--- config.mk ---
export PLATFORM = sky130hd
export DESIGN_NAME = gps_utc_to_local_datetime_top_flat
export DESIGN_NICKNAME = d
export VERILOG_FILES = /design/src/hdl/gutld_pkg.sv /design/src/hdl/gutld_if.sv /design/src/hdl/gutld_carry.sv /design/src/hdl/gps_utc_to_local_datetime_top.sv /design/src/flat_wrapper.sv
export SDC_FILE = /design/constraint.sdc
export NUM_CORES = 1
export LEC_CHECK = 0
export BUFFER_PORTS_ARGS = -buffer_cell sky130_fd_sc_hd__buf_2
export CAP_MARGIN = 20
export CORE_MARGIN = 2
export CORE_UTILIZATION = 56
export CTS_BUF_LIST = sky130_fd_sc_hd__clkbuf_4 sky130_fd_sc_hd__clkbuf_8 sky130_fd_sc_hd__clkbuf_16
export DETAILED_ROUTE_END_ITERATION = 10
export PLACE_DENSITY = 0.86
export SETUP_SLACK_MARGIN = 0.1
export SLEW_MARGIN = 5
export SYNTH_ARGS = -nofsm -noshare
export SYNTH_HDL_FRONTEND = slang
export SYNTH_SLANG_ARGS = --single-unit
export TNS_END_PERCENT = 20
--- constraint.sdc ---
create_clock -name clock -period 3.7 [get_ports clock]
set_clock_uncertainty 0.1 [all_clocks]
set_input_delay 0.185 -clock clock [delete_from_list [all_inputs] [get_ports clock]]
set_output_delay 0.185 -clock clock [all_outputs]
set_load 0.005 [all_outputs]
--- src/hdl/gutld_pkg.sv ---
// gutld_pkg: shared types, widths and calendar helpers for the utc to local
// date/time converter. no dependencies.

package gutld_pkg;

   localparam int TEXT_W   = 48;
   localparam int OFFSET_W = 5;
   localparam int DAY_W    = 5;
   localparam int MONTH_W  = 4;
   localparam int YEAR_W   = 12;
   localparam int HOUR_W   = 5;
   localparam int MINSEC_W = 6;
   localparam int TWO_W    = 7;
   localparam int HSUM_W   = 7;

   localparam logic [OFFSET_W-1:0] OFFSET_RESET = '0;
   localparam logic [YEAR_W-1:0]   YEAR_BASE    = 12'd2000;
   localparam logic [HOUR_W-1:0]   HOURS_PER_DAY = 5'd24;
   localparam logic [MINSEC_W-1:0] MINSEC_MAX   = 6'd59;
   localparam logic [HOUR_W-1:0]   HOUR_MAX     = 5'd23;
   localparam logic [MONTH_W-1:0]  MONTH_JAN    = 4'd1;
   localparam logic [MONTH_W-1:0]  MONTH_FEB    = 4'd2;
   localparam logic [MONTH_W-1:0]  MONTH_DEC    = 4'd12;
   localparam logic [DAY_W-1:0]    DAYS_DEC     = 5'd31;

   // stage 1: decoded two-digit fields
   typedef struct packed {
      logic [TWO_W-1:0]           day;
      logic [TWO_W-1:0]           month;
      logic [TWO_W-1:0]           yy;
      logic [TWO_W-1:0]           hour;
      logic [TWO_W-1:0]           minute;
      logic [TWO_W-1:0]           second;
      logic                       digits_ok;
      logic signed [OFFSET_W-1:0] offset;
   } decode_type;

   // stage 2: checked fields, shifted hour and month lengths
   typedef struct packed {
      logic [DAY_W-1:0]         day;
      logic [MONTH_W-1:0]       month;
      logic [TWO_W-1:0]         yy;
      logic signed [HSUM_W-1:0] hour_sum;
      logic [MINSEC_W-1:0]      minute;
      logic [MINSEC_W-1:0]      second;
      logic [DAY_W-1:0]         days_cur;
      logic [DAY_W-1:0]         days_prev;
      logic                     ok;
   } adjust_type;

   typedef struct packed {
      logic [DAY_W-1:0]    local_day;
      logic [MONTH_W-1:0]  local_month;
      logic [YEAR_W-1:0]   local_year;
      logic [HOUR_W-1:0]   local_hour;
      logic [MINSEC_W-1:0] local_minute;
      logic [MINSEC_W-1:0] local_second;
      logic                input_ok;
   } result_type;

   function automatic logic is_digit(input logic [7:0] c);
      return (c >= 8'h30) && (c <= 8'h39);
   endfunction

   // tens*10 + ones from the low nibbles of two ascii digits
   function automatic logic [TWO_W-1:0] two_digit(input logic [7:0] hi, input logic [7:0] lo);
      logic [TWO_W-1:0] t;
      t = {3'b000, hi[3:0]};
      return (t << 3) + (t << 1) + {3'b000, lo[3:0]};
   endfunction

   function automatic logic [DAY_W-1:0] month_days(input logic [MONTH_W-1:0] m,
                                                   input logic leap);
      logic [DAY_W-1:0] d;
      case (m)
         4'd1, 4'd3, 4'd5, 4'd7, 4'd8, 4'd10, 4'd12: d = 5'd31;
         4'd4, 4'd6, 4'd9, 4'd11:                   d = 5'd30;
         4'd2:                                      d = leap ? 5'd29 : 5'd28;
         default:                                   d = 5'd0;
      endcase
      return d;
   endfunction

endpackage

--- src/hdl/gutld_if.sv ---
// gutld_req_if / gutld_rsp_if: valid/ready channels for the converter.
// depends on gutld_pkg for field widths.

interface gutld_req_if;
   logic                         valid;
   logic                         ready;
   logic [gutld_pkg::TEXT_W-1:0] date_text;
   logic [gutld_pkg::TEXT_W-1:0] time_text;

   modport source (output valid, output date_text, output time_text, input ready);
   modport sink   (input valid, input date_text, input time_text, output ready);
endinterface

interface gutld_rsp_if;
   logic                           valid;
   logic                           ready;
   logic [gutld_pkg::DAY_W-1:0]    local_day;
   logic [gutld_pkg::MONTH_W-1:0]  local_month;
   logic [gutld_pkg::YEAR_W-1:0]   local_year;
   logic [gutld_pkg::HOUR_W-1:0]   local_hour;
   logic [gutld_pkg::MINSEC_W-1:0] local_minute;
   logic [gutld_pkg::MINSEC_W-1:0] local_second;
   logic                           input_ok;

   modport source (output valid, output local_day, output local_month, output local_year,
                   output local_hour, output local_minute, output local_second,
                   output input_ok, input ready);
   modport sink   (input valid, input local_day, input local_month, input local_year,
                   input local_hour, input local_minute, input local_second,
                   input input_ok, output ready);
endinterface

--- src/hdl/gutld_carry.sv ---
// gutld_carry: applies the day/month/year carry after the hour shift and
// zeroes invalid transactions. depends on gutld_pkg.

module gutld_carry (
   input  gutld_pkg::adjust_type adj,
   output gutld_pkg::result_type res
);

   logic [gutld_pkg::YEAR_W-1:0]   year;
   logic [gutld_pkg::DAY_W-1:0]    day;
   logic [gutld_pkg::MONTH_W-1:0]  month;
   logic [gutld_pkg::YEAR_W-1:0]   year_out;
   logic [gutld_pkg::HSUM_W-1:0]   hour_adj;
   logic                           under;
   logic                           over;

   assign year  = gutld_pkg::YEAR_BASE + {5'b00000, adj.yy};
   assign under = adj.hour_sum < 0;
   assign over  = adj.hour_sum >= $signed({2'b00, gutld_pkg::HOURS_PER_DAY});

   always_comb begin
      day      = adj.day;
      month    = adj.month;
      year_out = year;
      hour_adj = adj.hour_sum;
      if (under) begin
         hour_adj = adj.hour_sum + {2'b00, gutld_pkg::HOURS_PER_DAY};
         if (adj.day == 5'd1) begin
            if (adj.month == gutld_pkg::MONTH_JAN) begin
               month    = gutld_pkg::MONTH_DEC;
               year_out = year - 12'd1;
               day      = gutld_pkg::DAYS_DEC;
            end else begin
               month = adj.month - 4'd1;
               day   = adj.days_prev;
            end
         end else begin
            day = adj.day - 5'd1;
         end
      end else if (over) begin
         hour_adj = adj.hour_sum - {2'b00, gutld_pkg::HOURS_PER_DAY};
         if (adj.day == adj.days_cur) begin
            day = 5'd1;
            if (adj.month == gutld_pkg::MONTH_DEC) begin
               month    = gutld_pkg::MONTH_JAN;
               year_out = year + 12'd1;
            end else begin
               month = adj.month + 4'd1;
            end
         end else begin
            day = adj.day + 5'd1;
         end
      end
   end

   always_comb begin
      if (adj.ok) begin
         res.local_day    = day;
         res.local_month  = month;
         res.local_year   = year_out;
         res.local_hour   = hour_adj[gutld_pkg::HOUR_W-1:0];
         res.local_minute = adj.minute;
         res.local_second = adj.second;
         res.input_ok     = 1'b1;
      end else begin
         res = '0;
      end
   end

endmodule

--- src/hdl/gps_utc_to_local_datetime_top.sv ---
// utc to local date/time converter, three register stages: digit decode,
// range check and hour shift, carry into the output register.
// a request passes through s1_ff, s2_ff and s3_ff before its response is valid.
// throughput: one transaction per cycle; each stage stalls only when full and
// blocked downstream, so bubbles are squeezed out while a response waits.
// reset (synchronous) clears all stage valid bits and the zone offset to 0.

module gps_utc_to_local_datetime_top (
   input  logic                                   clock,
   input  logic                                   reset,
   gutld_req_if.sink                              req_bus,
   gutld_rsp_if.source                            rsp_bus,
   input  logic                                   csr_wr_en,
   input  logic signed [gutld_pkg::OFFSET_W-1:0]  csr_wr_data
);

   logic signed [gutld_pkg::OFFSET_W-1:0] offset_ff;

   logic                    s1_valid_ff, s1_valid_in;
   gutld_pkg::decode_type   s1_ff, s1_in;
   logic                    s2_valid_ff, s2_valid_in;
   gutld_pkg::adjust_type   s2_ff, s2_in;
   logic                    s3_valid_ff, s3_valid_in;
   gutld_pkg::result_type   s3_ff, s3_in;

   logic rdy1, rdy2, rdy3;
   logic leap;
   logic [gutld_pkg::MONTH_W-1:0] mon_n;

   assign rdy3 = !s3_valid_ff || rsp_bus.ready;
   assign rdy2 = !s2_valid_ff || rdy3;
   assign rdy1 = !s1_valid_ff || rdy2;
   assign req_bus.ready = rdy1;

   always_ff @(posedge clock) begin
      if (reset) begin
         offset_ff <= gutld_pkg::OFFSET_RESET;
      end else if (csr_wr_en) begin
         offset_ff <= csr_wr_data;
      end
   end

   // stage 1: ascii decode
   always_comb begin
      s1_in.day    = gutld_pkg::two_digit(req_bus.date_text[47:40], req_bus.date_text[39:32]);
      s1_in.month  = gutld_pkg::two_digit(req_bus.date_text[31:24], req_bus.date_text[23:16]);
      s1_in.yy     = gutld_pkg::two_digit(req_bus.date_text[15:8],  req_bus.date_text[7:0]);
      s1_in.hour   = gutld_pkg::two_digit(req_bus.time_text[47:40], req_bus.time_text[39:32]);
      s1_in.minute = gutld_pkg::two_digit(req_bus.time_text[31:24], req_bus.time_text[23:16]);
      s1_in.second = gutld_pkg::two_digit(req_bus.time_text[15:8],  req_bus.time_text[7:0]);
      s1_in.digits_ok = 1'b1;
      for (int i = 0; i < 6; i++) begin
         if (!gutld_pkg::is_digit(req_bus.date_text[i*8 +: 8]) ||
             !gutld_pkg::is_digit(req_bus.time_text[i*8 +: 8])) begin
            s1_in.digits_ok = 1'b0;
         end
      end
      s1_in.offset = offset_ff;
      s1_valid_in  = rdy1 ? req_bus.valid : s1_valid_ff;
   end

   // stage 2: range check, month lengths, hour shift
   // years 2000..2099 only, so leap is just yy divisible by 4
   assign leap  = (s1_ff.yy[1:0] == 2'b00);
   assign mon_n = s1_ff.month[gutld_pkg::MONTH_W-1:0];

   always_comb begin
      s2_in.day       = s1_ff.day[gutld_pkg::DAY_W-1:0];
      s2_in.month     = mon_n;
      s2_in.yy        = s1_ff.yy;
      s2_in.hour_sum  = $signed({2'b00, s1_ff.hour[gutld_pkg::HOUR_W-1:0]})
                        + {{(gutld_pkg::HSUM_W-gutld_pkg::OFFSET_W){s1_ff.offset[4]}},
                           s1_ff.offset};
      s2_in.minute    = s1_ff.minute[gutld_pkg::MINSEC_W-1:0];
      s2_in.second    = s1_ff.second[gutld_pkg::MINSEC_W-1:0];
      s2_in.days_cur  = gutld_pkg::month_days(mon_n, leap);
      s2_in.days_prev = gutld_pkg::month_days(mon_n - 4'd1, leap);
      s2_in.ok = s1_ff.digits_ok &&
                 (s1_ff.month >= 7'd1) && (s1_ff.month <= 7'd12) &&
                 (s1_ff.day >= 7'd1) &&
                 (s1_ff.day <= {2'b00, gutld_pkg::month_days(mon_n, leap)}) &&
                 (s1_ff.hour <= {2'b00, gutld_pkg::HOUR_MAX}) &&
                 (s1_ff.minute <= {1'b0, gutld_pkg::MINSEC_MAX}) &&
                 (s1_ff.second <= {1'b0, gutld_pkg::MINSEC_MAX});
      s2_valid_in = rdy2 ? s1_valid_ff : s2_valid_ff;
   end

   // stage 3: carry and output register
   gutld_carry u_carry (
      .adj (s2_ff),
      .res (s3_in)
   );

   assign s3_valid_in = rdy3 ? s2_valid_ff : s3_valid_ff;

   always_ff @(posedge clock) begin
      if (reset) begin
         s1_valid_ff <= 1'b0;
         s2_valid_ff <= 1'b0;
         s3_valid_ff <= 1'b0;
      end else begin
         s1_valid_ff <= s1_valid_in;
         s2_valid_ff <= s2_valid_in;
         s3_valid_ff <= s3_valid_in;
      end
   end

   always_ff @(posedge clock) begin
      if (rdy1) begin
         s1_ff <= s1_in;
      end
      if (rdy2) begin
         s2_ff <= s2_in;
      end
      if (rdy3) begin
         s3_ff <= s3_in;
      end
   end

   assign rsp_bus.valid        = s3_valid_ff;
   assign rsp_bus.local_day    = s3_ff.local_day;
   assign rsp_bus.local_month  = s3_ff.local_month;
   assign rsp_bus.local_year   = s3_ff.local_year;
   assign rsp_bus.local_hour   = s3_ff.local_hour;
   assign rsp_bus.local_minute = s3_ff.local_minute;
   assign rsp_bus.local_second = s3_ff.local_second;
   assign rsp_bus.input_ok     = s3_ff.input_ok;

endmodule

--- src/flat_wrapper.sv ---
// flat-port wrapper written by rule: the top's interface ports become plain ports
module gps_utc_to_local_datetime_top_flat 
  (clock, reset, csr_wr_en, csr_wr_data, req_bus_valid, req_bus_date_text, req_bus_time_text, req_bus_ready, rsp_bus_valid, rsp_bus_local_day, rsp_bus_local_month, rsp_bus_local_year, rsp_bus_local_hour, rsp_bus_local_minute, rsp_bus_local_second, rsp_bus_input_ok, rsp_bus_ready);
  gutld_req_if req_bus_i ();
  gutld_rsp_if rsp_bus_i ();
  input  logic clock;
  input  logic reset;
  input  logic csr_wr_en;
  input  logic signed [gutld_pkg::OFFSET_W-1:0] csr_wr_data;
  input wire logic [$bits(req_bus_i.valid)-1:0] req_bus_valid;
  input wire logic [$bits(req_bus_i.date_text)-1:0] req_bus_date_text;
  input wire logic [$bits(req_bus_i.time_text)-1:0] req_bus_time_text;
  output wire logic [$bits(req_bus_i.ready)-1:0] req_bus_ready;
  output wire logic [$bits(rsp_bus_i.valid)-1:0] rsp_bus_valid;
  output wire logic [$bits(rsp_bus_i.local_day)-1:0] rsp_bus_local_day;
  output wire logic [$bits(rsp_bus_i.local_month)-1:0] rsp_bus_local_month;
  output wire logic [$bits(rsp_bus_i.local_year)-1:0] rsp_bus_local_year;
  output wire logic [$bits(rsp_bus_i.local_hour)-1:0] rsp_bus_local_hour;
  output wire logic [$bits(rsp_bus_i.local_minute)-1:0] rsp_bus_local_minute;
  output wire logic [$bits(rsp_bus_i.local_second)-1:0] rsp_bus_local_second;
  output wire logic [$bits(rsp_bus_i.input_ok)-1:0] rsp_bus_input_ok;
  input wire logic [$bits(rsp_bus_i.ready)-1:0] rsp_bus_ready;
  assign req_bus_i.valid = req_bus_valid;
  assign req_bus_i.date_text = req_bus_date_text;
  assign req_bus_i.time_text = req_bus_time_text;
  assign req_bus_ready = req_bus_i.ready;
  assign rsp_bus_valid = rsp_bus_i.valid;
  assign rsp_bus_local_day = rsp_bus_i.local_day;
  assign rsp_bus_local_month = rsp_bus_i.local_month;
  assign rsp_bus_local_year = rsp_bus_i.local_year;
  assign rsp_bus_local_hour = rsp_bus_i.local_hour;
  assign rsp_bus_local_minute = rsp_bus_i.local_minute;
  assign rsp_bus_local_second = rsp_bus_i.local_second;
  assign rsp_bus_input_ok = rsp_bus_i.input_ok;
  assign rsp_bus_i.ready = rsp_bus_ready;
  gps_utc_to_local_datetime_top u_core (.clock(clock), .reset(reset), .req_bus(req_bus_i), .rsp_bus(rsp_bus_i), .csr_wr_en(csr_wr_en), .csr_wr_data(csr_wr_data));
endmodule
==> impl_metrics.ini <==
[run_status]
status = completed

[timing]
drv_slew = 0
finalCritPeriodShare_pct = 81.5
fmax_mhz = 332
setup_viol = 0
grt_setup_unrepaired = no
tightest_slew_ps = 735
tns_ps = 0
timing.slew.headroom_pct = 50.3
period_minus_slack_ps = 3020
final_hold_viol_count = 0

[yosys]
synthCells = 574
synth_warnings = 0
synth.avg_cell_area_um2 = 12.7
syn-num-nets = 759
synth_top_area_share_pct = 53.0
ys_seq_area_share_pct = 55.2
ys_async_sr_fraction_pct = 0
ys_types = 62
ys_seq_elements = 137
netlist.top_cell.by_area = edfxtp_1
synth_edf_count = 129
netlist_area_mm2 = 0.00731
synth_top_flop_cell = edfxtp_1
ys_top_cells_by_area = edfxtp_1 53%, ha_1 11%, fa_1 3.6%, xnor2_1 2.3%, dfxtp_1 2.2%

[cells_and_area]
fin_nets = 933
final_cell_mix = 146 x buf_2, 129 x edfxtp_1, 66 x ha_1
num-fill-cells = 827
layout_commonest_cell = buf_2
diodes = 0
area_delta_synth_final_pct = 23.2
final_area_mm2 = 0.00900
drive_above_1_share_pct = 25.9

[cts]
clockBufferDepth = 2
cts-htree-levels = 4
clock_latency_ps = 420
cts_resized = 0
root_buffer = clkbuf_16
clock_sinks = 137
post_cts_buffers = 0
cts_buffers = 17
cts_tree = done
clk_pin_slew_worst_paths_ps = 60

[routing]
highest_layer = met4
wl_met1_mm = 6.32
dr.pass1.iters = 5
via_count = 5371
wl_met2_mm = 8.16
viasPerCell = 5.76
wire_per_inst_um = 17.1
wl_met3_mm = 1.22
routed_wl_mm = 16.0
ant_nets = 0
drtIter0Drc = 577
drc = 0

[worst_setup_path]
worst-path-max-fanout = 11
worst-endpoint-arrival_ps = 3180
critPathCaptureType = flop
reg2reg_slack_ps = 680
crit_path_start_kind = flop
crit_type = flop to flop
required_ps = 3870

[global_route]
antenna_found_initial = 0
grt_pass1_vias = 5300
grtUsageTotal_pct = 23.7
grt-ovfl-total = 0
grt_pass1_wl_mm = 26.0
grt_max_degree = 50

[die]
die_y_um = 118
dieArea_mm2 = 0.0140
core_mm2 = 0.0127
initial_core_util_pct = 57.7
pin_count = 147
die_x_um = 118
rows = 41

[hold_path]
hold_path_class = input port to flop

[flow_run]
maxCapViolCount = 0

[power]
powerDensity_mw_per_mm2 = 497
max-vdd-ir-drop_v = 0.000333
p_leak_nw = 3.98
p_total_mw = 4.47

[placement]
detailed_place_hpwl_mm = 11.1
dpl_cell_area_mm2 = 0.00821
gp_congestion = 0.846
port_buffers = 146
==> state kept, by name, summed over array words and instances, names as in the netlist <==
name / flops
u_core.rsp_bus.local_month: 4
u_core.rsp_bus.local_second: 6
u_core.rsp_bus.local_hour: 5
u_core.offset_ff: 5
u_core.rsp_bus.valid: 1
u_core.rsp_bus.local_day: 5
u_core.s1_ff: 44
u_core.rsp_bus.input_ok: 1
u_core.rsp_bus.local_year: 12
u_core.s2_valid_ff: 1
u_core.mon_n: 4
u_core.rsp_bus.local_minute: 6
u_core.s2_ff: 42
u_core.s1_valid_ff: 1
==> worst paths after layout <==
| check | from | end | cells past startpoint |
|---|---|---|---|
| worst max-delay path | u_core.s2_ff[42] | u_core.rsp_bus.local_year[8] | 7 |
| worst min-delay path | req_bus_date_text[8] | u_core.s1_ff[28] | 2 |
| worst max register to register | u_core.s2_ff[42] | u_core.rsp_bus.local_year[8] | 7 |
| worst min register to register | u_core.s1_ff[13] | u_core.s2_ff[17] | 0 |
==> final cells by class <==
cell class              count  area [um2]  share of cell area (%)
clock buffers              19         440                    4.89
clock inverters            13         120                    1.33
inverters                  25        93.8                    1.04
multi-input cells         395        3110                    34.5
flip-flops and latches    137        4030                    44.8
well taps                 172         215                    2.39
repair buffers            172         991                    11.0
==> where the power goes <==
part	leakage [nW]	switching (mW)	internal (mW)
Clock	0.271	0.650	0.942
Sequential	1.50	0.176	1.94
Combinational	2.21	0.397	0.367
Total	3.98	1.22	3.25
==> critical path: stages, from the launching register on <==
cell and delay (ps):
edfxtp_1 510, inv_1 150, ha_1 210, or4b_1 640, or3_4 460, or4b_4 520
o21ai_2 80, mux2i_1 200
==> cell usage after synthesis (7+ instances only) <==
cell type    n
clkbuf_1    14
nor4_1       8
fa_1        13
xor2_1      16
mux2i_1      7
o21ai_0     30
a21oi_1     29
inv_1       25
edfxtp_1   129
dfxtp_1      8
and2_1      17
nand4_1     10
a21o_1      15
nand2_1     23
nor4b_1      7
nand3_1     14
nor2_1      30
xnor2_1     19
ha_1        66
nor3_1       8
o22ai_1      7
==> layer usage <==
| layer | GRT usage (%) | vias up |
|---|---|---|
| li1 | - | 2535 |
| met5 | 0 | - |
| met4 | 8.36 | 0 |
| met2 | 40.6 | 302 |
| met1 | 29.3 | 2507 |
| met3 | 5.65 | 27 |
==> repair_timing <==
| item | CTS | global route |
|---|---|---|
| hold buffers | 21 | 0 |
| hold endpoints to repair | 19 | 0 |
| endpoints found under the setup margin | 0 | 0 |
==> per-stage QoR <==
| step | utilization [%] | hold WS (ps) | setup slack [ps] | instances |
|---|---|---|---|---|
| floorplan | - | 184 | 1130 | 574 |
| global placement | 64.8 | 264 | 858 | 879 |
| detailed placement | 64.8 | 265 | 747 | 879 |
| CTS | 70.9 | 1.51 | 726 | 932 |
| global route | 71.1 | 3.27 | 608 | 933 |
| finish | 71.1 | 5.45 | 685 | 933 |
==> cells by family after synthesis <==
logic type	count (synthesis)	synth area share, %
compound gates	115	9.96
xor+xnor	35	4.19
fa+ha+maj	79	14.9
buf+inv	42	2.29
flops	137	55.2
mux	8	1.11
simple gates	158	12.4
Power figures use the tool's default switching activity.
